[src/rv32md_pkg.sv]
package rv32md_pkg;

   localparam int XLEN = 32;
   localparam int FUNC_W = 3;
   // one divider cell per quotient bit
   localparam int DIV_STAGES = XLEN;

   typedef enum logic [FUNC_W-1:0] {
      FUNC_MUL    = 3'd0,
      FUNC_MULH   = 3'd1,
      FUNC_MULHSU = 3'd2,
      FUNC_MULHU  = 3'd3,
      FUNC_DIV    = 3'd4,
      FUNC_DIVU   = 3'd5,
      FUNC_REM    = 3'd6,
      FUNC_REMU   = 3'd7
   } func_type;

   // control that travels with a transaction down the cell chain
   typedef struct packed {
      logic            valid;
      logic            want_rem;
      logic            neg_q;
      logic            neg_r;
      logic            special;
      logic [XLEN-1:0] special_val;
   } div_ctrl_type;

   // data held by one divider cell
   typedef struct packed {
      logic [XLEN-1:0] rem;
      logic [XLEN-1:0] quo;
      logic [XLEN-1:0] divisor;
   } div_data_type;

endpackage

[src/rv32md_mul.sv]
module rv32md_mul (
   input  logic                          clock,
   input  logic                          reset,
   input  logic                          valid_in,
   input  rv32md_pkg::func_type          func_in,
   input  logic [rv32md_pkg::XLEN-1:0]   a_in,
   input  logic [rv32md_pkg::XLEN-1:0]   b_in,
   output logic                          valid_out,
   output logic [rv32md_pkg::XLEN-1:0]   result_out
);

   localparam int W = rv32md_pkg::XLEN;

   logic          valid_ff;
   logic          high_ff;
   logic [W:0]    a_ff, b_ff;
   logic [2*W+1:0] prod;
   logic [W-1:0]  res_in;

   // extend operands by one bit (sign or zero per operation), then a single 33x33 signed multiply
   always_ff @(posedge clock) begin
      if (reset) begin
         valid_ff <= 1'b0;
      end else begin
         valid_ff <= valid_in;
      end
      high_ff <= (func_in != rv32md_pkg::FUNC_MUL);
      a_ff <= {(func_in == rv32md_pkg::FUNC_MULH || func_in == rv32md_pkg::FUNC_MULHSU)
               & a_in[W-1], a_in};
      b_ff <= {(func_in == rv32md_pkg::FUNC_MULH) & b_in[W-1], b_in};
   end

   assign prod = 66'($signed(a_ff) * $signed(b_ff));
   assign res_in = high_ff ? prod[2*W-1:W] : prod[W-1:0];

   // align with the divider chain
   logic [W-1:0] res_pipe_ff [rv32md_pkg::DIV_STAGES];
   logic [rv32md_pkg::DIV_STAGES-1:0] valid_pipe_ff;

   always_ff @(posedge clock) begin
      if (reset) begin
         valid_pipe_ff <= '0;
      end else begin
         valid_pipe_ff <= {valid_pipe_ff[rv32md_pkg::DIV_STAGES-2:0], valid_ff};
      end
      res_pipe_ff[0] <= res_in;
      for (int i = 1; i < rv32md_pkg::DIV_STAGES; i++) begin
         res_pipe_ff[i] <= res_pipe_ff[i-1];
      end
   end

   assign valid_out  = valid_pipe_ff[rv32md_pkg::DIV_STAGES-1];
   assign result_out = res_pipe_ff[rv32md_pkg::DIV_STAGES-1];

endmodule

[config.mk]
export PLATFORM = sky130hd
export DESIGN_NAME = rv32md_mul
export DESIGN_NICKNAME = d
export VERILOG_FILES = /design/src/rv32md_pkg.sv /design/src/rv32md_mul.sv
export SDC_FILE = /design/constraint.sdc
export NUM_CORES = 2
export LEC_CHECK = 0
export BUFFER_PORTS_ARGS = -buffer_cell sky130_fd_sc_hd__buf_2
export CAP_MARGIN = 25
export CORE_MARGIN = 2
export CORE_UTILIZATION = 35
export CTS_CLUSTER_SIZE = 20
export DETAILED_ROUTE_END_ITERATION = 7
export SYNTH_ARGS = -nofsm -noshare
export SYNTH_HDL_FRONTEND = slang
export SYNTH_SLANG_ARGS = --single-unit
export TNS_END_PERCENT = 30
[constraint.sdc]
create_clock -name clock -period 8.6 [get_ports clock]
set_clock_uncertainty 0.05 [all_clocks]
set_input_delay 1.72 -clock clock [delete_from_list [all_inputs] [get_ports clock]]
set_output_delay 1.72 -clock clock [all_outputs]
set_load 0.005 [all_outputs]
# == Word-level counts from Yosys, hierarchy flattened ==
# Memory sizes are Yosys's and may differ from the RTL's.
# Cells that the tools add are included.
# word_totals
regBits,100
mem_bits_rw,1024
wordCells,14
memories,1
# op_classes
mul,1
eq_ne,2
mux,1
bitwise_logic,2
reduce_logical,2
# mem_list
name,words,word_bits,rd,rd_clocked_by_memory_dff,write_ports,line,rtl
res_pipe_ff,32,32,32,0,32,rv32md_mul.sv:37,logic [W-1:0] res_pipe_ff [rv32md_pkg::DIV_STAGES];
# ops
operator,n
multiplier 33 x 33 -> 64 bit,1
2-to-1 mux 32 bit,1
"equality test 3 x 1 -> 1 bit, second input constant",1
"equality test 3 x 2 -> 1 bit, second input constant",1
nonzero test 3 bit,1
AND 1 bit,2
logical OR 1 bit,1

# == Longest topological paths before layout ==
# depth
depth_word,3
mapped_depth,30

# == Worst setup path after synthesis ==
# OpenSTA, ideal clock, no wires.
# synth_path
kind,reg2reg
from,reg a_ff[32]
to,mem res_pipe_ff[0][30] in the netlist's numbering
arrival_ns,7.652
required_ns,8.433
slack_ns,0.782
stages_incl_launch_ff,27
path_buffers,2
path_cell_list,dfxtp_1 > clkbuf_1 > nand2_1 > inv_1 > fa_1 > fa_1 > fa_1 > fa_1 > inv_1 > fa_1 > inv_1 > fa_1 > inv_1 > fa_1 > fa_1 > inv_1 > ha_1 > clkdlybuf4s50_2 > nand2_1 > nand2_1 > a21o_1 > a41oi_1 > o21ai_0 > a21oi_1 > o221ai_1 > a41o_1 > o22a_1
# synth_rtl
element,line,rtl
start: declaration,rv32md_mul.sv:16,"logic [W:0] a_ff, b_ff;"
start signal: assignment,rv32md_mul.sv:28,a_ff <= {(func_in == rv32md_pkg::FUNC_MULH || func_in == rv32md_pkg::FUNC_MULHSU)
end: declaration,rv32md_mul.sv:37,

==> out/metrics.csv <==
metric;value;unit
grt_start_max_net_pins;48;
vias;35000;
path_clk_slew;0.06;ns
syn_avg_cell_area;11.4;um^2
antenna_found_initial;4;
drv_slew;0;
reg2reg_from;a_ff[21]$_DFF_P_;
cts.sinks;1124;
syn_area;62000;um^2
rsz0062_at_grt;false;
synthTopCellsByArea;fa_1 36%, dfxtp_1 36%, inv_1 6.7%;
clockBufferDepth;3;
crit_top_cell;fa_1;
numPortBuffers;102;
pre_cts_ws;0.233;ns
drive_above_1_share;0.0866;
ys.flop_type;dfxtp_1;
vias_per_cell;4.38;
min_from;res_pipe_ff[1][294]$_DFF_P_;
hpwl;101;mm
fin_tns_setup;0;ns
cp_max_fo;19;
tightestPinTransition;1.04;ns
start_util;0.352;
finalWeightedCongestion;0.877;
cp-startpoint;a_ff[21]$_DFF_P_;
use_met3;0.0229;
post_drt_wl_per_cell;15.9;um
area_growth_syn_to_layout;11.7;%
yosys_warnings;0;
cts_tree;yes;
ios;103;
critPathSlowestCell;dfxtp_1;
cts_buffers;109;
drv_cap;0;
crit_arrival;8.81;ns
route.detailed.drc;0;
use_met1;0.184;
first_global_vias;38900;
ys_seq_area_frac;0.363;
cts-root-buf;clkbuf_16;
layout_setup_ws;0.310;ns
setup_violations;0;
drt_iter0_drc;1493;
top_usage_layer;met2;
fmax;121;MHz
endpoint_kind;flip-flop;
critical_path_class;reg -> reg;
syn_nets;6855;
min_period;8.29;ns
grt_pass1_wl;209;mm
cts_max_level;3;
synth_cell_types;82;
cp_slowest_stage_delay;0.99;ns
fp.dieW;425;um
finalWirelength;127;mm
netlist.area_leader.share;0.363;
core-area;176000;um^2
die-area;180000;um^2
met2_usage;0.254;
nets;6951;
startpoint_type;flip-flop;
overflow;0;
ant_nets;0;
post_cts_buffers;0;
crit_required;9.12;ns
dieHeight;425;um
clock_latency;0.73;ns
dr.pass1.iters;7;
yosysTopAreaCell;fa_1;
hold_viol_final;0;
hold_class;reg -> reg;
ys_seq_elements;1124;
rows;154;
fin_crit_sh;0.964;
synth_edf_count;0;
syn_inst;5448;
async_reset_ff_frac;0;
slew_headroom;0.308;
status;finished clean;
grt_usage;0.146;
[area by class of cell]
type,instances,area [um^2]
Fill cell,16900,107000
Multi-Input combinational cell,2956,34100
Sequential cell,1124,22500
Inverter,1102,4140
Clock buffer,146,3080
Tap cell,2340,2930
Timing Repair Buffer,251,1810
Clock inverter,54,652
Antenna cell,7,17.5
[layer usage]
metal  wire, um  share of wire  vias up
met3       6240          0.049      182
met1      53200           0.42    18000
li1           -              -    16000
met2      63300           0.50      830
met4       4250          0.033        0
met5          0              0        -
[worst paths after layout]
path | to | slack (ns) | cells past startpoint
max | res_pipe_ff[0][27]$_DFF_P_ | 0.31 | 25
min | res_pipe_ff[1][326]$_DFF_P_ | 0.22 | 0
max reg2reg | res_pipe_ff[0][27]$_DFF_P_ | 0.31 | 25
min reg2reg | res_pipe_ff[1][326]$_DFF_P_ | 0.22 | 0
[what timing repair did]
action                                  4_1_cts  5_1_grt
hold endpoints to repair                      0        0
hold buffers                                  0        0
endpoints found under the setup margin        0        5
resized for setup                             0        8
[cells by family (layout without fill, tap and decap cells)]
kind of cell	count (synthesis)	after routing	share of synthesized area
other	0	7	0
buffers and inverters	1368	1553	0.0870
multiplexers	7	7	0.00127
AO/OA/AOI/OAI	233	233	0.0252
XOR/XNOR	68	68	0.00961
AND/OR/NAND/NOR	1311	1311	0.108
adder cells (fa/ha/maj)	1337	1337	0.406
flip-flops	1124	1124	0.363
[state kept, by name, summed over array words and instances, names as in the netlist]
signal	cells
high_ff	1
b_ff	33
valid_pipe_ff	32
valid_ff	1
a_ff	33
res_pipe_ff	1024
[layout by cell type (no fill, tap or decap), types with 69 or more instances in the layout]
master	instances
a21oi_1	69
nand2_1	575
ha_1	212
buf_4	135
buf_2	102
inv_1	1101
dfxtp_1	1108
fa_1	1125
and2_1	534
clkbuf_16	110
[synth_stat cells (all sizes together), types with 6 or more instances]
cell    count
a211oi     14
a21o       20
a21oi      71
a31oi       7
and2      535
buf        50
clkbuf    215
dfxtp    1124
fa       1125
ha        212
inv      1101
mux2        7
nand2     578
nand2b     12
nand3      21
nand4      15
nor2       47
nor2b      63
nor3       10
nor4        8
o211ai      6
o21a        7
o21ai      50
o21bai     14
o22ai       9
or3         7
xnor2      48
xor2       20
[stage by stage]
step                       util  hold slack [ns]  cells  area [um^2]
final                     0.393            0.215   7980        69200
after global routing      0.393            0.218   7980        69200
after CTS                 0.393            0.199   7971        69100
after detailed placement  0.371            0.262   7771        65400
after global placement    0.371            0.259   7771        65400
after floorplan               -            0.260   5448        62000
[worst max-delay path: cells and delay by family, from the launching register on]
family | cells | cell delay (ns)
flip-flops | 1 | 0.99
AND/OR/NAND/NOR | 6 | 1.16
AO/OA/AOI/OAI | 5 | 1.08
adder cells (fa/ha/maj) | 9 | 4.47
buffers and inverters | 5 | 0.40
Power is not shown: default switching activity piles up to over one toggle a cycle in this logic, so the estimate is an artifact.
