**config.mk**
```make
export PLATFORM = sky130hd
export DESIGN_NAME = rv32md_div_cell
export DESIGN_NICKNAME = d
export VERILOG_FILES = /design/src/rv32md_pkg.sv /design/src/rv32md_div_cell.sv
export SDC_FILE = /design/constraint.sdc
export NUM_CORES = 1
export LEC_CHECK = 0
export ABC_AREA = 1
export BUFFER_PORTS_ARGS = -buffer_cell sky130_fd_sc_hd__buf_4
export CORE_ASPECT_RATIO = 1.2
export CORE_UTILIZATION = 45
export DETAILED_ROUTE_END_ITERATION = 7
export PLACE_DENSITY = 0.88
export RECOVER_POWER = 50
export SYNTH_ARGS = -nofsm -noshare
export SYNTH_HDL_FRONTEND = slang
export SYNTH_SLANG_ARGS = --single-unit
```
**constraint.sdc**
```tcl
create_clock -name clock -period 6.1 [get_ports clock]
set_input_delay 0.915 -clock clock [delete_from_list [all_inputs] [get_ports clock]]
set_output_delay 0.915 -clock clock [all_outputs]
set_load 0.03 [all_outputs]
```
**src/rv32md_pkg.sv**
```systemverilog
package rv32md_pkg;

   localparam int XLEN = 32;
   localparam int FUNC_W = 3;
   // one divider cell per quotient bit
   localparam int DIV_STAGES = XLEN;

   typedef enum logic [FUNC_W-1:0] {
      FUNC_MUL    = 3'd0,
      FUNC_MULH   = 3'd1,
      FUNC_MULHSU = 3'd2,
      FUNC_MULHU  = 3'd3,
      FUNC_DIV    = 3'd4,
      FUNC_DIVU   = 3'd5,
      FUNC_REM    = 3'd6,
      FUNC_REMU   = 3'd7
   } func_type;

   // control that travels with a transaction down the cell chain
   typedef struct packed {
      logic            valid;
      logic            want_rem;
      logic            neg_q;
      logic            neg_r;
      logic            special;
      logic [XLEN-1:0] special_val;
   } div_ctrl_type;

   // data held by one divider cell
   typedef struct packed {
      logic [XLEN-1:0] rem;
      logic [XLEN-1:0] quo;
      logic [XLEN-1:0] divisor;
   } div_data_type;

endpackage

```
**src/rv32md_div_cell.sv**
```systemverilog
module rv32md_div_cell (
   input  logic                       clock,
   input  logic                       reset,
   input  rv32md_pkg::div_ctrl_type   ctrl_in,
   input  rv32md_pkg::div_data_type   data_in,
   output rv32md_pkg::div_ctrl_type   ctrl_out,
   output rv32md_pkg::div_data_type   data_out
);

   rv32md_pkg::div_ctrl_type ctrl_ff;
   rv32md_pkg::div_data_type data_ff, data_in_c;
   logic [rv32md_pkg::XLEN:0] trial;
   logic [rv32md_pkg::XLEN:0] shifted;

   // shift in next dividend bit and try subtracting the divisor
   always_comb begin
      shifted = {data_in.rem, data_in.quo[rv32md_pkg::XLEN-1]};
      trial = shifted - {1'b0, data_in.divisor};
      data_in_c.divisor = data_in.divisor;
      if (!trial[rv32md_pkg::XLEN]) begin
         data_in_c.rem = trial[rv32md_pkg::XLEN-1:0];
         data_in_c.quo = {data_in.quo[rv32md_pkg::XLEN-2:0], 1'b1};
      end else begin
         data_in_c.rem = shifted[rv32md_pkg::XLEN-1:0];
         data_in_c.quo = {data_in.quo[rv32md_pkg::XLEN-2:0], 1'b0};
      end
   end

   always_ff @(posedge clock) begin
      if (reset) begin
         ctrl_ff.valid <= 1'b0;
      end else begin
         ctrl_ff.valid <= ctrl_in.valid;
      end
      ctrl_ff.want_rem    <= ctrl_in.want_rem;
      ctrl_ff.neg_q       <= ctrl_in.neg_q;
      ctrl_ff.neg_r       <= ctrl_in.neg_r;
      ctrl_ff.special     <= ctrl_in.special;
      ctrl_ff.special_val <= ctrl_in.special_val;
      data_ff             <= data_in_c;
   end

   assign ctrl_out = ctrl_ff;
   assign data_out = data_ff;

endmodule

```
Word-level counts from Yosys, hierarchy flattened
Cells that the tools add are included.
{"block": "classes", "add_sub_neg": 1, "n_mux": 1}
{"operator": "$mux W64", "count": 1}
{"operator": "$sub A33 B32 Y33", "count": 1}
{"block": "word_totals", "ff_bits": 133}

Depth between registers and ports, before layout
{"block": "depth", "word_depth": 2, "depth_mapped": 17}

Least setup slack after synthesis
OpenSTA, ideal clock, no wires.
{"block": "synth_path", "path_type": "input to register", "from": "input data_in[63] (netlist name)", "to": "register data_ff, in the netlist data_out[81]", "arrival_time_ns": 2.497, "path_stages": 16, "setup_slack_ns": 3.491, "setup_ns": 0.112, "path_cell_list": "inv_1 > ha_1 > fa_1 > inv_1 > nand2_1 > nand2_1 > nand3_1 > nand2_2 > nand2_1 > nand2_2 > nand2_2 > nand3_1 > nand2_4 > buf_4 > nand2_1 > nand2_1"}
{"element": "start: declaration", "line_no": "rv32md_div_cell.sv:5", "source": "input rv32md_pkg::div_data_type data_in,"}
{"element": "end signal: assignment", "line_no": "rv32md_div_cell.sv:40", "source": "data_ff <= data_in_c;"}
{"element": "end: declaration", "line_no": "rv32md_div_cell.sv:11", "source": "rv32md_pkg::div_data_type data_ff, data_in_c;"}

==> flow_metrics.py <==
metrics = {
    "synth": {
        "synthesis.area_sq_mm": 0.005833,
        "ys_types": 25,
        "synth_nets": 986,
        "yosysSeqAreaShare_pct": 45.65,
        "ys_warn_count": 0,
        "syn_inst": 818,
        "ys_seq_elements": 133,
        "syn_avg_cell_area_sq_um": 7.131,
    },
    "setup_path": {
        "worstSetupPathType": "primary input to flip-flop",
        "cp-start-kind": "primary input",
        "critPathMaxFanout": 32,
        "worstPathArrival_ps": 2950,
        "cp-end-kind": "flip-flop",
        "path_delay_family": "simple AND/OR/NAND/NOR gates",
        "cpPeakStageDelay_ps": 400,
        "cp_data_required_time_ps": 6460,
        "path_cells": "clkbuf_4 > ha_1 > fa_1 > inv_1 > nand2_1 > nand2_1 > nand3_1 > nand2_2 > nand2_1 > nand2_2 > nand2_2 > nand2_2 > nand2_2 > nand2_4 > nand2_1 > nand2_1",
        "cpMaxStageDelayCell": "fa_1",
        "path_buf_inv": 2,
    },
    "power": {
        "p_sw_share_pct": 31.94,
        "p_comb_share_pct": 25.2,
        "pwr-share-clk_pct": 37.9,
        "peakVddDrop_uv": 206.1,
        "seq_power_share_pct": 36.9,
        "p_int_mw": 1.790,
        "power_switching_mw": 0.8402,
        "power_leakage_nw": 4.825,
        "powerDensity_mw_per_mm2": 312.7,
    },
    "sta": {
        "setup_tns_ps": 0,
        "max_freq_mhz": 387.1,
        "min_period_over_period_pct": 42.35,
        "hold_viol": 0,
        "holdWs_ps": 616.4,
        "relSlewSlack_pct": 71.51,
        "tightestPinTransition_ps": 429.2,
        "setup_viol": 0,
        "post-route-min-period_ps": 2583,
        "rsz0062_at_grt": "no",
        "drv_slew": 0,
    },
    "global_route": {
        "grt_use_met1_pct": 28.65,
        "grt_util_met3_pct": 6.783,
        "grt.overflow.total": 0,
        "grt.busiest_layer": "met2",
        "antenna_found_initial": 0,
        "grt_max_degree": 34,
        "grt_pass1_vias": 5634,
        "grt_use_total_pct": 27.54,
        "grt_pass1_wl_um": 27780,
        "use_met2_pct": 51.10,
    },
    "route": {
        "ant_nets": 0,
        "wirelength_um": 18290,
        "drc_errors": 0,
        "vias": 5831,
        "wl_per_cell_um": 14.37,
        "via_per_inst": 4.581,
        "firstDrtPassIters": 5,
        "initialDrtViolationCount": 232,
    },
    "cts": {
        "cts_buffer_depth": 2,
        "cts.reportedPaths.clkPinSlew_ps": 60,
        "cts_root_buffer": "clkbuf_16",
        "cts_buffers": 17,
        "post_cts_buffers": 0,
        "cts_tree": "yes",
        "htreeDepth": 4,
        "cts_resized": 0,
        "clock-sinks": 133,
        "hold_buffers": 0,
    },
    "cells_and_area": {
        "areaGrowthSynthToFinish_pct": 44.23,
        "nFillCells": 1130,
        "seq_area_sq_mm": 0.002663,
        "diodes": 0,
        "final_nets": 1266,
        "multi_input_area_sq_mm": 0.002514,
        "drive_gt1_share_pct": 24.80,
    },
    "die": {
        "dieHeight_um": 126.7,
        "io_pins": 268,
        "die_area_sq_mm": 0.01342,
        "core_sq_mm": 0.01267,
        "die_w_um": 105.9,
        "placementRows": 45,
        "initial_utilization_pct": 46.04,
    },
    "run_status": {
        "outcome": "completed",
    },
    "placed_design": {
        "dp_hpwl_um": 14720,
        "place_congestion": 0.9349,
        "io_buffers": 267,
    },
    "job": {
        "maxCapViolations": 0,
    },
    "worst_hold_path": {
        "min_path_type": "primary input to flip-flop",
    },
}
-- cell usage after synthesis, drive strengths merged --
cell type,number,share of area (%)
a21oi,25,2.3
o21bai,7,0.90
ha,32,6.9
dfxtp,133,46
xor2,14,2.1
xnor2,1,0.15
nand3,31,2.7
fa,1,0.34
nand3b,2,0.26
nor2,40,2.6
or2,2,0.21
nand2,345,23
and2,4,0.43
nor3,6,0.51
inv,160,10
nand4,8,0.86
and3,1,0.11
buf,6,0.97
-- power by group through the flow --
stage / logic (mW) / registers [mW] / clock network [mW]
global placement: 0.666 / 0.988 / 0
detailed placement: 0.675 / 0.988 / 0
global route: 0.718 / 0.976 / 1.05
CTS: 0.679 / 0.971 / 1.01
finish: 0.662 / 0.970 / 0.998
floorplan: 0.253 / 1.14 / 0
-- final timing paths --
kind,startpoint,to,slack (ps),cells after the start
setup / recovery,data_in[0],data_out[91]$_DFF_P_,3520,16
hold / removal,data_in[54],data_out[55]$_DFF_P_,620,1
-- area by class of cell --
type,count,area share [%]
Timing Repair Buffer,267,22.13
Sequential cell,133,31.65
Clock buffer,18,5.220
Clock inverter,12,1.547
Tap cell,164,2.439
Multi-Input combinational cell,519,29.88
Inverter,160,7.139
-- flip-flops by register name, indices dropped and copies added, names as in the netlist --
| name | count |
|---|---|
| ctrl_out | 37 |
| data_out | 96 |
-- routing by layer --
| layer | share of wire [%] | wire length, um |
|---|---|---|
| met1 | 38 | 6866 |
| met4 | 3.8 | 688 |
| met5 | 0 | 0 |
| met3 | 7.0 | 1287 |
| met2 | 52 | 9448 |
-- logic make-up (layout without fill, tap and decap cells) --
kind of cell,after synthesis,in the layout,synth area share [%]
AO/OA/AOI/OAI,32,32,3.175
XOR/XNOR,15,15,2.252
flip-flops,133,133,45.65
buffers and inverters,166,457,11.26
adder cells (fa/ha/maj),33,33,7.207
AND/OR/NAND/NOR,439,439,30.46
-- cell usage in the layout (no fill, tap or decap), types with 7 or more instances in the layout --
cell / netlist / layout
o21bai_1: 7 / 7
a21oi_1: 23 / 23
nand2_2: 8 / 8
xor2_1: 14 / 14
nand3_1: 31 / 31
buf_4: 3 / 134
clkbuf_4: 0 / 95
nor2_1: 39 / 39
ha_1: 32 / 32
clkbuf_1: 0 / 38
inv_1: 158 / 158
nand4_1: 8 / 8
clkbuf_16: 0 / 17
dfxtp_1: 133 / 133
nand2_1: 335 / 335
-- stage by stage --
| stage | util (%) | setup WS (ps) | area, sq um | power [mW] | cells |
|---|---|---|---|---|---|
| finish | 66.41 | 3517 | 8413 | 2.631 | 1273 |
| CTS | 67.54 | 3519 | 8556 | 2.660 | 1273 |
| detailed placement | 63.04 | 3114 | 7986 | 1.663 | 1243 |
| floorplan | - | 3491 | 5833 | 1.397 | 818 |
| global route | 66.41 | 3345 | 8413 | 2.748 | 1273 |
| global placement | 63.04 | 3227 | 7986 | 1.653 | 1243 |
(Power assumes the default switching activity.)
